[src/sv/rsnp_pkg.sv]
// Package: shared types and character constants for the radix-suffix number parser.
`default_nettype none

package rsnp_pkg;

	// ASCII codes used by the digit decoder and the suffix decoder
	localparam logic [7:0] CH_0      = 8'h30;
	localparam logic [7:0] CH_9      = 8'h39;
	localparam logic [7:0] CH_A      = 8'h41;
	localparam logic [7:0] CH_Z      = 8'h5A;
	localparam logic [7:0] CH_LA     = 8'h61;
	localparam logic [7:0] CH_LZ     = 8'h7A;
	localparam logic [7:0] CH_DOLLAR = 8'h24;
	localparam logic [7:0] CH_UNDER  = 8'h5F;
	localparam logic [7:0] CH_H      = 8'h48;
	localparam logic [7:0] CH_D      = 8'h44;
	localparam logic [7:0] CH_O      = 8'h4F;
	localparam logic [7:0] CH_Q      = 8'h51;
	localparam logic [7:0] CH_B      = 8'h42;

	// Digit limits per radix
	localparam logic [5:0] LIM_BIN = 6'd2;
	localparam logic [5:0] LIM_OCT = 6'd8;
	localparam logic [5:0] LIM_DEC = 6'd10;
	localparam logic [5:0] LIM_HEX = 6'd16;
	localparam logic [5:0] DIGIT_MAX = 6'd35;

	typedef enum logic [1:0] {
		RADIX_BIN = 2'd0,
		RADIX_OCT = 2'd1,
		RADIX_DEC = 2'd2,
		RADIX_HEX = 2'd3
	} radix_t;

	typedef struct packed {
		logic [7:0] char_code;
		logic       last_char;
		logic       range_check_off;
	} item_t;

	typedef struct packed {
		logic [15:0] value;
		logic [1:0]  radix_code;
		logic        bad_char;
		logic        bad_digit;
	} result_t;

	// Accumulator state: checked and unchecked values per radix
	typedef struct packed {
		logic [15:0] acc_bin;
		logic [15:0] acc_oct;
		logic [15:0] acc_dec;
		logic [15:0] acc_hex;
		logic [15:0] raw_bin;
		logic [15:0] raw_oct;
		logic [15:0] raw_dec;
		logic [15:0] raw_hex;
		logic [5:0]  max_digit_seen;
		logic        saw_bad_char;
	} fold_state_t;

endpackage

`default_nettype wire

[src/sv/rsnp_fold.sv]
// Fold unit: decode one upper-cased character and step all radix accumulators.
`default_nettype none

module rsnp_fold
	import rsnp_pkg::*;
(
	input  logic [7:0]  ch,
	input  fold_state_t st,
	output fold_state_t nxt
);

	logic        is_num;
	logic        is_alpha;
	logic [7:0]  diff;
	logic [5:0]  d;
	logic [15:0] d16;
	logic [15:0] d_bin;
	logic [15:0] d_oct;
	logic [15:0] d_dec;
	logic [15:0] d_hex;

	always_comb begin
		is_num   = (ch >= CH_0) && (ch <= CH_9);
		is_alpha = (ch >= CH_A) && (ch <= CH_Z);
		if (is_num) begin
			diff = ch - CH_0;
		end else if (is_alpha) begin
			diff = ch - CH_A + 8'd10;
		end else begin
			diff = 8'd0;
		end
		d   = diff[5:0];
		d16 = {10'd0, d};

		nxt = st;
		if (!is_num && !is_alpha) begin
			nxt.saw_bad_char = 1'b1;
		end else if (d > st.max_digit_seen) begin
			nxt.max_digit_seen = d;
		end

		// out-of-range digits count as zero in the checked accumulators
		d_bin = (d < LIM_BIN) ? d16 : 16'd0;
		d_oct = (d < LIM_OCT) ? d16 : 16'd0;
		d_dec = (d < LIM_DEC) ? d16 : 16'd0;
		d_hex = (d < LIM_HEX) ? d16 : 16'd0;

		nxt.raw_bin = {st.raw_bin[14:0], 1'b0} + d16;
		nxt.raw_oct = {st.raw_oct[12:0], 3'b0} + d16;
		nxt.raw_dec = {st.raw_dec[12:0], 3'b0} + {st.raw_dec[14:0], 1'b0} + d16;
		nxt.raw_hex = {st.raw_hex[11:0], 4'b0} + d16;
		nxt.acc_bin = {st.acc_bin[14:0], 1'b0} + d_bin;
		nxt.acc_oct = {st.acc_oct[12:0], 3'b0} + d_oct;
		nxt.acc_dec = {st.acc_dec[12:0], 3'b0} + {st.acc_dec[14:0], 1'b0} + d_dec;
		nxt.acc_hex = {st.acc_hex[11:0], 4'b0} + d_hex;
	end

endmodule

`default_nettype wire

[src/sv/radix_suffix_number_parser.sv]
// Top level: radix-suffix number parser, input register, fold logic and result register.
`default_nettype none

// Channel   Direction  Handshake                 Payload
// item      in         item_valid / item_stall   item_t: char_code, last_char, range_check_off
// result    out        result_valid / result_stall  result_t: value, radix_code, bad_char,
//                                                bad_digit
//
// Every character is folded while it sits in the input register; one character
// per cycle is sustained unless a final character waits on a full result register.
// A final character loads the result register as it leaves the input register.
// Reset clears the accumulators, the held-back character and both valid flags.
// A stalled result holds the input register only when it holds a final
// character; other characters keep moving under an output stall.

module radix_suffix_number_parser
	import rsnp_pkg::*;
(
	input  logic    clk,
	input  logic    arst_n,
	input  logic    item_valid,
	output logic    item_stall,
	input  item_t   item,
	output logic    result_valid,
	input  logic    result_stall,
	output result_t result
);

	// input register
	logic        valid_s1;
	item_t       item_s1;

	// token state
	logic [7:0]  pending_q;
	logic        have_pending_q;
	fold_state_t st_q;

	// result register
	logic        result_valid_q;
	result_t     result_q;

	logic        out_free;
	logic        fire_s1;
	logic [7:0]  c;
	logic        dropped;
	logic        check;
	logic [7:0]  fin;
	logic        have_final;
	fold_state_t st_a;
	fold_state_t st1;
	fold_state_t st_b;
	result_t     res;

	// Result register frees up when empty or being taken this cycle.
	assign out_free   = !result_valid_q || !result_stall;
	// Non-final characters never need the result register.
	assign fire_s1    = valid_s1 && (!item_s1.last_char || out_free);
	assign item_stall = valid_s1 && !fire_s1;

	// Upper-case the incoming character; '$' and '_' are ignored.
	always_comb begin
		if ((item_s1.char_code >= CH_LA) && (item_s1.char_code <= CH_LZ)) begin
			c = item_s1.char_code - 8'd32;
		end else begin
			c = item_s1.char_code;
		end
		dropped = (c == CH_DOLLAR) || (c == CH_UNDER);
		check   = !item_s1.range_check_off;
	end

	// First fold: the held-back character.
	rsnp_fold u_fold_pending (
		.ch  (pending_q),
		.st  (st_q),
		.nxt (st_a)
	);

	always_comb begin
		st1        = (!dropped && have_pending_q) ? st_a : st_q;
		// A dropped final character leaves the held-back one as the final one.
		fin        = dropped ? pending_q : c;
		have_final = dropped ? have_pending_q : 1'b1;
	end

	// Second fold: a final character that is not a suffix is a decimal digit.
	rsnp_fold u_fold_final (
		.ch  (fin),
		.st  (st1),
		.nxt (st_b)
	);

	// Suffix decode and result selection.
	always_comb begin
		res            = '0;
		res.radix_code = RADIX_DEC;
		res.bad_char   = st1.saw_bad_char;
		if (have_final) begin
			case (fin) inside
				CH_H: begin
					res.radix_code = RADIX_HEX;
					res.value      = check ? st1.acc_hex : st1.raw_hex;
					res.bad_digit  = check && (st1.max_digit_seen >= LIM_HEX);
				end
				CH_D: begin
					res.radix_code = RADIX_DEC;
					res.value      = check ? st1.acc_dec : st1.raw_dec;
					res.bad_digit  = check && (st1.max_digit_seen >= LIM_DEC);
				end
				CH_O, CH_Q: begin
					res.radix_code = RADIX_OCT;
					res.value      = check ? st1.acc_oct : st1.raw_oct;
					res.bad_digit  = check && (st1.max_digit_seen >= LIM_OCT);
				end
				CH_B: begin
					res.radix_code = RADIX_BIN;
					res.value      = check ? st1.acc_bin : st1.raw_bin;
					res.bad_digit  = check && (st1.max_digit_seen >= LIM_BIN);
				end
				default: begin
					res.radix_code = RADIX_DEC;
					res.value      = check ? st_b.acc_dec : st_b.raw_dec;
					res.bad_char   = st_b.saw_bad_char;
					res.bad_digit  = check && (st_b.max_digit_seen >= LIM_DEC);
				end
			endcase
		end
	end

	// Input register: load on every transfer, advance when not stalled.
	always_ff @(posedge clk or negedge arst_n) begin
		if (!arst_n) begin
			valid_s1 <= 1'b0;
		end else if (!item_stall) begin
			valid_s1 <= item_valid;
		end
	end

	always_ff @(posedge clk) begin
		if (item_valid && !item_stall) begin
			item_s1 <= item;
		end
	end

	// Token state: fold and hold back on ordinary characters, clear after the final one.
	always_ff @(posedge clk or negedge arst_n) begin
		if (!arst_n) begin
			pending_q      <= '0;
			have_pending_q <= 1'b0;
			st_q           <= '0;
		end else if (fire_s1) begin
			if (item_s1.last_char) begin
				pending_q      <= '0;
				have_pending_q <= 1'b0;
				st_q           <= '0;
			end else if (!dropped) begin
				pending_q      <= c;
				have_pending_q <= 1'b1;
				st_q           <= st1;
			end
		end
	end

	// Result register: fill on a final character, drain on transfer.
	always_ff @(posedge clk or negedge arst_n) begin
		if (!arst_n) begin
			result_valid_q <= 1'b0;
		end else if (fire_s1 && item_s1.last_char) begin
			result_valid_q <= 1'b1;
		end else if (!result_stall) begin
			result_valid_q <= 1'b0;
		end
	end

	always_ff @(posedge clk) begin
		if (fire_s1 && item_s1.last_char) begin
			result_q <= res;
		end
	end

	assign result_valid = result_valid_q;
	assign result       = result_q;

	// A new result only follows a final character leaving the input register.
	a_result_from_last: assert property (@(posedge clk) disable iff (!arst_n)
		$rose(result_valid_q) |-> $past(fire_s1 && item_s1.last_char))
		else $error("result without a final character");

	// Token state is clear after a final character.
	a_state_cleared: assert property (@(posedge clk) disable iff (!arst_n)
		(fire_s1 && item_s1.last_char) |=> (!have_pending_q && (st_q == '0)))
		else $error("token state not cleared after final character");

	// The largest digit seen is a valid alphanumeric digit value.
	a_max_digit: assert property (@(posedge clk) disable iff (!arst_n)
		st_q.max_digit_seen <= DIGIT_MAX)
		else $error("max digit out of range");

endmodule

`default_nettype wire
[config.mk]
export PLATFORM = sky130hd
export DESIGN_NAME = radix_suffix_number_parser
export DESIGN_NICKNAME = d
export VERILOG_FILES = /design/src/sv/rsnp_pkg.sv /design/src/sv/rsnp_fold.sv /design/src/sv/radix_suffix_number_parser.sv
export SDC_FILE = /design/constraint.sdc
export NUM_CORES = 1
export LEC_CHECK = 0
export BUFFER_PORTS_ARGS = -buffer_cell sky130_fd_sc_hd__buf_2
export CORE_MARGIN = 4
export CORE_UTILIZATION = 65
export DETAILED_ROUTE_END_ITERATION = 10
export PLACE_DENSITY = 0.85
export SETUP_SLACK_MARGIN = 0.05
export SYNTH_ARGS = -nofsm -noshare
export SYNTH_HDL_FRONTEND = slang
export SYNTH_SLANG_ARGS = --single-unit
[constraint.sdc]
create_clock -name clk -period 8.8 [get_ports clk]
set_input_delay 0.44 -clock clk [delete_from_list [all_inputs] [get_ports clk]]
set_output_delay 0.44 -clock clk [all_outputs]
set_load 0.02 [all_outputs]
After elaboration in Yosys (flattened, before gate mapping)
Cells that the tools add are included.
- add/sub/neg operators: 21
- order comparisons: 22
- equal/unequal tests: 9
- mux-type cells: 43
- bitwise gates (word level): 1
- reduce and logical (&&, ||, !) cells: 34
- operators by type and width (operator ; count):
    $mux W135 ; 3
    $add A16 B16 Y16 ; 9
    $add A16 B6 Y16 ; 5
    $mux W16 ; 5
    $mux W6 ; 13
    $mux W18 ; 4
    $eq A8 B7 Y1 const B ; 6
    $ge A8 B7 Y1 const B ; 3
    $le A8 B7 Y1 const B ; 3
    $mux W8 ; 3
    $ge A6 B4 Y1 const B ; 3
    $lt A6 B4 Y1 const B ; 3
    $logic_and A1 B1 Y1 ; 17
    $ge A8 B6 Y1 const B ; 2
    $le A8 B6 Y1 const B ; 2
    $mux W1 ; 14
    $add A6 B4 Y6 const B ; 2
    $gt A6 B6 Y1 ; 2
    $sub A6 B1 Y6 const B ; 2
    $sub A6 B6 Y6 const B ; 2
    $logic_not A1 Y1 ; 11
    $eq A8 B6 Y1 const B ; 1
    $sub A8 B6 Y8 const B ; 1
    $ge A6 B2 Y1 const B ; 1
    11 further kinds ; 13
- bits in registers: 176
- bits of input ports: 14
- output and inout port bits: 22
- word-level logic and storage cells: 152

Longest topological paths before layout
- word-level depth: 20
- gate-level depth with buffers: 32
- depth with buffers taken out: 31

Hierarchy
Synthesis repeated with hierarchy kept, for this count alone.
- cells, all modules: 2010
- area, all modules: 18227.5 sq um
- by module, submodules not included (module ; instances ; cells each ; area each (sq um) ; sequential area each (sq um)):
    radix_suffix_number_parser ; 1 ; 931 ; 9897.0 ; 4554.4
    rsnp_fold (u_fold_pending) ; 1 ; 553 ; 4311.6 ; 0.0
    rsnp_fold (u_fold_final) ; 1 ; 526 ; 4018.9 ; 0.0

Worst setup path after synthesis
Ideal clock, no wire load.
- path type: register -> register
- start: register item_s1[6] in the netlist's numbering
- end: register result_q (netlist bit result[18]) (data pin)
- setup time: 270 ps
- data arrival time: 6611 ps
- required time: 8530 ps
- slack: 1919 ps
- stages on the path, launching flop included: 29
- buffers on the path: 1
- clock period less this slack: 6881 ps
- cell sequence: edfxtp_1 or3_4 or4_4 a21bo_2 buf_2 a21oi_1 inv_1 ha_1 nor3b_1 a32oi_1 mux2_4 a21oi_2 nand2b_4 o22ai_2 nand3b_1 a311o_1 nor2_1 fa_1 fa_1 a21o_1 a211oi_1 nor2_1 o211ai_1 o21a_1 o21ai_0 xor2_1 mux4_2 nand2_1 a21oi_1
- longest elaborated chain between the ends: 18
- elaborated cells between the ends (all ways): 45
- those cells by class: 8 x add/sub; 7 x order compare; 7 x eq/ne; 16 x mux; 7 x reduce/logical
- RTL lines (item ; line ; text):
    start: declaration ; radix_suffix_number_parser.sv:31 ; item_t item_s1;
    start signal: assignment ; radix_suffix_number_parser.sv:140 ; item_s1 <= item;
    $ge A8 B7 Y1 / $le A8 B7 Y1 (equally long branches) ; radix_suffix_number_parser.sv:62 ; if ((item_s1.char_code >= CH_LA) && (item_s1.char_code <= CH_LZ)) begin
    $logic_and A1 B1 Y1 ; radix_suffix_number_parser.sv:62 ;
    $mux W8 (*) ; radix_suffix_number_parser.sv:62 ;
    $eq A8 B6 Y1 / $eq A8 B7 Y1 (equally long branches) ; radix_suffix_number_parser.sv:67 ; dropped = (c == CH_DOLLAR) || (c == CH_UNDER);
    $logic_or A1 B1 Y1 ; radix_suffix_number_parser.sv:67 ;
    $mux W8 ; - ;
    $sub A6 B1 Y6, or another cell as far along ; rsnp_fold.sv:28 ; diff = ch - CH_A + 8'd10;
    $add A6 B4 Y6 / $logic_and A1 B1 Y1 (equally long branches) ; rsnp_fold.sv:28, rsnp_fold.sv:24 ;
    $mux W6 ; rsnp_fold.sv:27 ; end else if (is_alpha) begin
    $mux W6 ; rsnp_fold.sv:25 ; if (is_num) begin
    $lt A6 B4 Y1 ; rsnp_fold.sv:45 ; d_dec = (d < LIM_DEC) ? d16 : 16'd0;
    $mux W6 ; rsnp_fold.sv:45 ;
    $add A16 B16 Y16 ; rsnp_fold.sv:54 ; nxt.acc_dec = {st.acc_dec[12:0], 3'b0} + {st.acc_dec[14:0], 1'b0} + d_dec;
    $mux W16 ; radix_suffix_number_parser.sv:121 ; res.value = check ? st_b.acc_dec : st_b.raw_dec;
    $mux W18 (4 in series) ; radix_suffix_number_parser.sv:98 ; case (fin) inside
    end signal: assignment ; radix_suffix_number_parser.sv:176 ; result_q <= res;
    end: declaration ; radix_suffix_number_parser.sv:40 ; result_t result_q;
Every way passes the cells marked *; elsewhere a longest branch is shown, timed or not.
A chain may end at the register's enable or synchronous reset.

Worst setup path after layout
- start: register pending_q[4]
- end: register result_q (netlist bit result[17]) (data pin)
- longest elaborated chain between the ends: 15
- elaborated cells between the ends (all ways): 61
- those cells by class: 18 x add/sub; 13 x order compare; 5 x eq/ne; 20 x mux; 5 x reduce/logical
- RTL lines (item ; line ; text):
    start: declaration ; radix_suffix_number_parser.sv:34 ; logic [7:0] pending_q;
    start signal: assignment ; radix_suffix_number_parser.sv:147 ; pending_q <= '0;
    start signal: assignment ; radix_suffix_number_parser.sv:152 ; pending_q <= '0;
    start signal: assignment ; radix_suffix_number_parser.sv:156 ; pending_q <= c;
    $sub A6 B1 Y6, or another cell as far along ; rsnp_fold.sv:28 ;
    $add A6 B4 Y6 / $logic_and A1 B1 Y1 (equally long branches) ; rsnp_fold.sv:28, rsnp_fold.sv:24 ;
    $mux W6 ; rsnp_fold.sv:27 ;
    $mux W6 ; rsnp_fold.sv:25 ;
    $lt A6 B4 Y1 ; rsnp_fold.sv:45 ;
    $mux W6 ; rsnp_fold.sv:45 ;
    $add A16 B16 Y16 ; rsnp_fold.sv:54 ;
    $mux W135 ; radix_suffix_number_parser.sv:79 ; st1 = (!dropped && have_pending_q) ? st_a : st_q;
    $add A16 B16 Y16 (2 in series) ; rsnp_fold.sv:54 ;
    $mux W16 ; radix_suffix_number_parser.sv:121 ;
    $mux W18 (3 in series) ; radix_suffix_number_parser.sv:98 ;
    $mux W18 (*) ; radix_suffix_number_parser.sv:98 ;
Marks and branches as above.

==> out/metrics.cfg <==
[grt]
grt_max_degree = 87
grt_first_pass_wirelength_mm = 68.8
antenna_found_initial = 2
overflow = 0
met2_usage_pct = 53.6
grt_use_met1_pct = 44.0
use_met3_pct = 6.08
top_usage_layer = met2
grt_pass1_vias = 13000
grt_use_total_pct = 33.5

[critical_path]
slowest_stage = dfrtp_1
rrSetupSlack_ps = 1150
cp_data_arrival_time_ps = 7950
cpMostUsedCell = ha_1
max_stage_delay_ps = 590
cp-start-kind = flop
cp-end-kind = flop
required_ps = 9100
path_class = reg -> reg
crit_fanout = 11

[timing]
report.final.slew_viol_count = 0
fin_crit_sh_pct = 86.9
skew_ps = 14.0
max_clock_freq_mhz = 131
finalSetupViolations = 0
slew-limit-headroom_pct = 27.2
rsz0062_at_grt = no
period_minus_slack_ps = 7650
tightest_slew_ps = 1090
finalHoldViolations = 0
setup_tns_ps = 0

[clock_network]
ctsHoldBuffers = 0
cts_tree = done
cts_setup_buffers = 0
clk_latency_ps = 450
cts_made_buffers = 17
numClockSinks = 176
clkSlewWorstSetupHoldPaths_ps = 70
post_cts_resized = 0
cts_root_buf = clkbuf_16
cts.htree.levels = 4
clockBufferDepth = 2

[routing]
drtIter0Drc = 1530
routed-via-count = 13600
finalWirelength_mm = 42.9
first_pass_iters = 6
detail-route-antenna-nets = 0
drc = 0
avgViaCountPerCell = 6.70
wl_per_cell_um = 21.1

[layout]
design_area_um2 = 16000
syn2layout_area_growth_pct = 6.91
final_common_cell = nand2_1
finish.utilization_pct = 70.5
fill_cells = 1765
num_antenna_cells = 0
nets = 1913
regArea_um2 = 4550
drive_gt1_share_pct = 7.60
final_cell_mix = nand2_1, o21ai_0, dfrtp_1
multiInputGateArea_um2 = 9810

[yosys]
synth-edff-count = 30
synthFlopType = dfrtp_1
synth_seq_cells = 176
yosys_warnings = 0
ys_types = 87
avgSynthCellArea_um2 = 8.62
yosysSeqAreaShare_pct = 30.5
ys_async_sr_fraction_pct = 83.0
synthCells = 1732
synth_area_um2 = 14900

[status]
status = complete, no violations

[hold_path]
worstHoldPathType = in -> async

[floorplanning]
core_area_um2 = 22600
die_height_um = 160
floorplan.rows = 55
ios = 36
start_util_pct = 66.0
die_x_um = 160
dieArea_um2 = 25500

[placed_design]
io_buffers = 35
detailed_place.area_um2 = 15300
routabilityCongestion = 0.956
dpl.hpwl_mm = 30.3

[power_and_ir_drop]
ir_worst_vdd_mv = 0.113
power.leakage_nw = 7.42
power_density_nw_per_um2 = 186

[flow_run]
cap_violations = 0

## report_power, final
part	internal (mW)	switching, mW
clock	0.436	0.374
sequential	0.909	0.0832
combinational	0.461	0.711
total	1.81	1.17
## cell families after synthesis
group | Yosys count | share of synthesized area (%)
other cells | 1 | 0.0251
fa+ha+maj | 163 | 14.8
compound gates | 535 | 23.0
xor+xnor | 115 | 6.74
mux | 41 | 4.08
simple gates | 534 | 16.5
buf+inv | 167 | 4.41
flops | 176 | 30.5
## layout make-up
cell class,instances,share of cell area (%)
well taps,285,2.23
inverters,83,1.95
flip-flops and latches,176,28.5
clock inverters,12,0.870
multi-input cells,1405,61.4
repair buffers,53,1.98
clock buffers,20,3.00
## critical path: cells and delay by family, from the launching register on
kind	cells	cell delay, ps
flops	1	590
simple gates	5	900
compound gates	13	3890
buf+inv	1	230
xor+xnor	2	180
fa+ha+maj	5	1730
## sequential cells by signal (all words and copies together), names as in the netlist
| name | count |
|---|---|
| pending_q | 8 |
| have_pending_q | 1 |
| valid_s1 | 1 |
| st_q | 135 |
| item_s1 | 10 |
| result_valid | 1 |
| result | 20 |
## synthesized netlist by cell type (22+ instances only)
cell	n	share of area [%]
nand3_1	23	0.77
edfxtp_1	30	6.0
nand2_1	248	6.2
a21o_1	26	1.3
fa_1	22	2.9
inv_1	82	2.1
o21ai_0	183	6.1
nor2_1	112	2.8
xnor2_1	65	3.8
dfrtp_1	146	24
ha_1	141	12
nor3_1	24	0.80
a211oi_1	26	1.3
clkbuf_1	65	1.6
a22o_1	42	2.5
xor2_1	50	2.9
mux2i_1	22	1.5
a21oi_1	99	3.3
o211ai_1	40	2.0
## path summary, 6_finish.rpt
path | startpoint | cells after the start | end
min in group clk | item[7] | 1 | item_s1[7]
max in group asynchronous | arst_n | 2 | st_q[105]
max | pending_q[4] | 26 | result[17]
min | arst_n | 1 | st_q[36]
min reg2reg | st_q[118] | 2 | st_q[118]
max reg2reg | pending_q[4] | 26 | result[17]
## layer usage
metal / vias to the layer above / wire (um)
li1: 6250 / -
met1: 6443 / 17200
met2: 754 / 19600
met3: 170 / 3870
met4: 2 / 2240
met5: - / 17
## per-stage QoR
| stage | std cells | setup slack [ps] | power [mW] | hold slack [ps] |
|---|---|---|---|---|
| after global placement | 2002 | 1460 | 2.11 | 462 |
| after CTS | 2034 | 1340 | 2.95 | 107 |
| after floorplan | 1748 | 1920 | 1.84 | 144 |
| after detailed placement | 2002 | 1380 | 2.15 | 474 |
| after global routing | 2034 | 527 | 3.15 | 126 |
| final | 2034 | 1150 | 2.97 | 71.1 |
(Power assumes the default switching activity.)
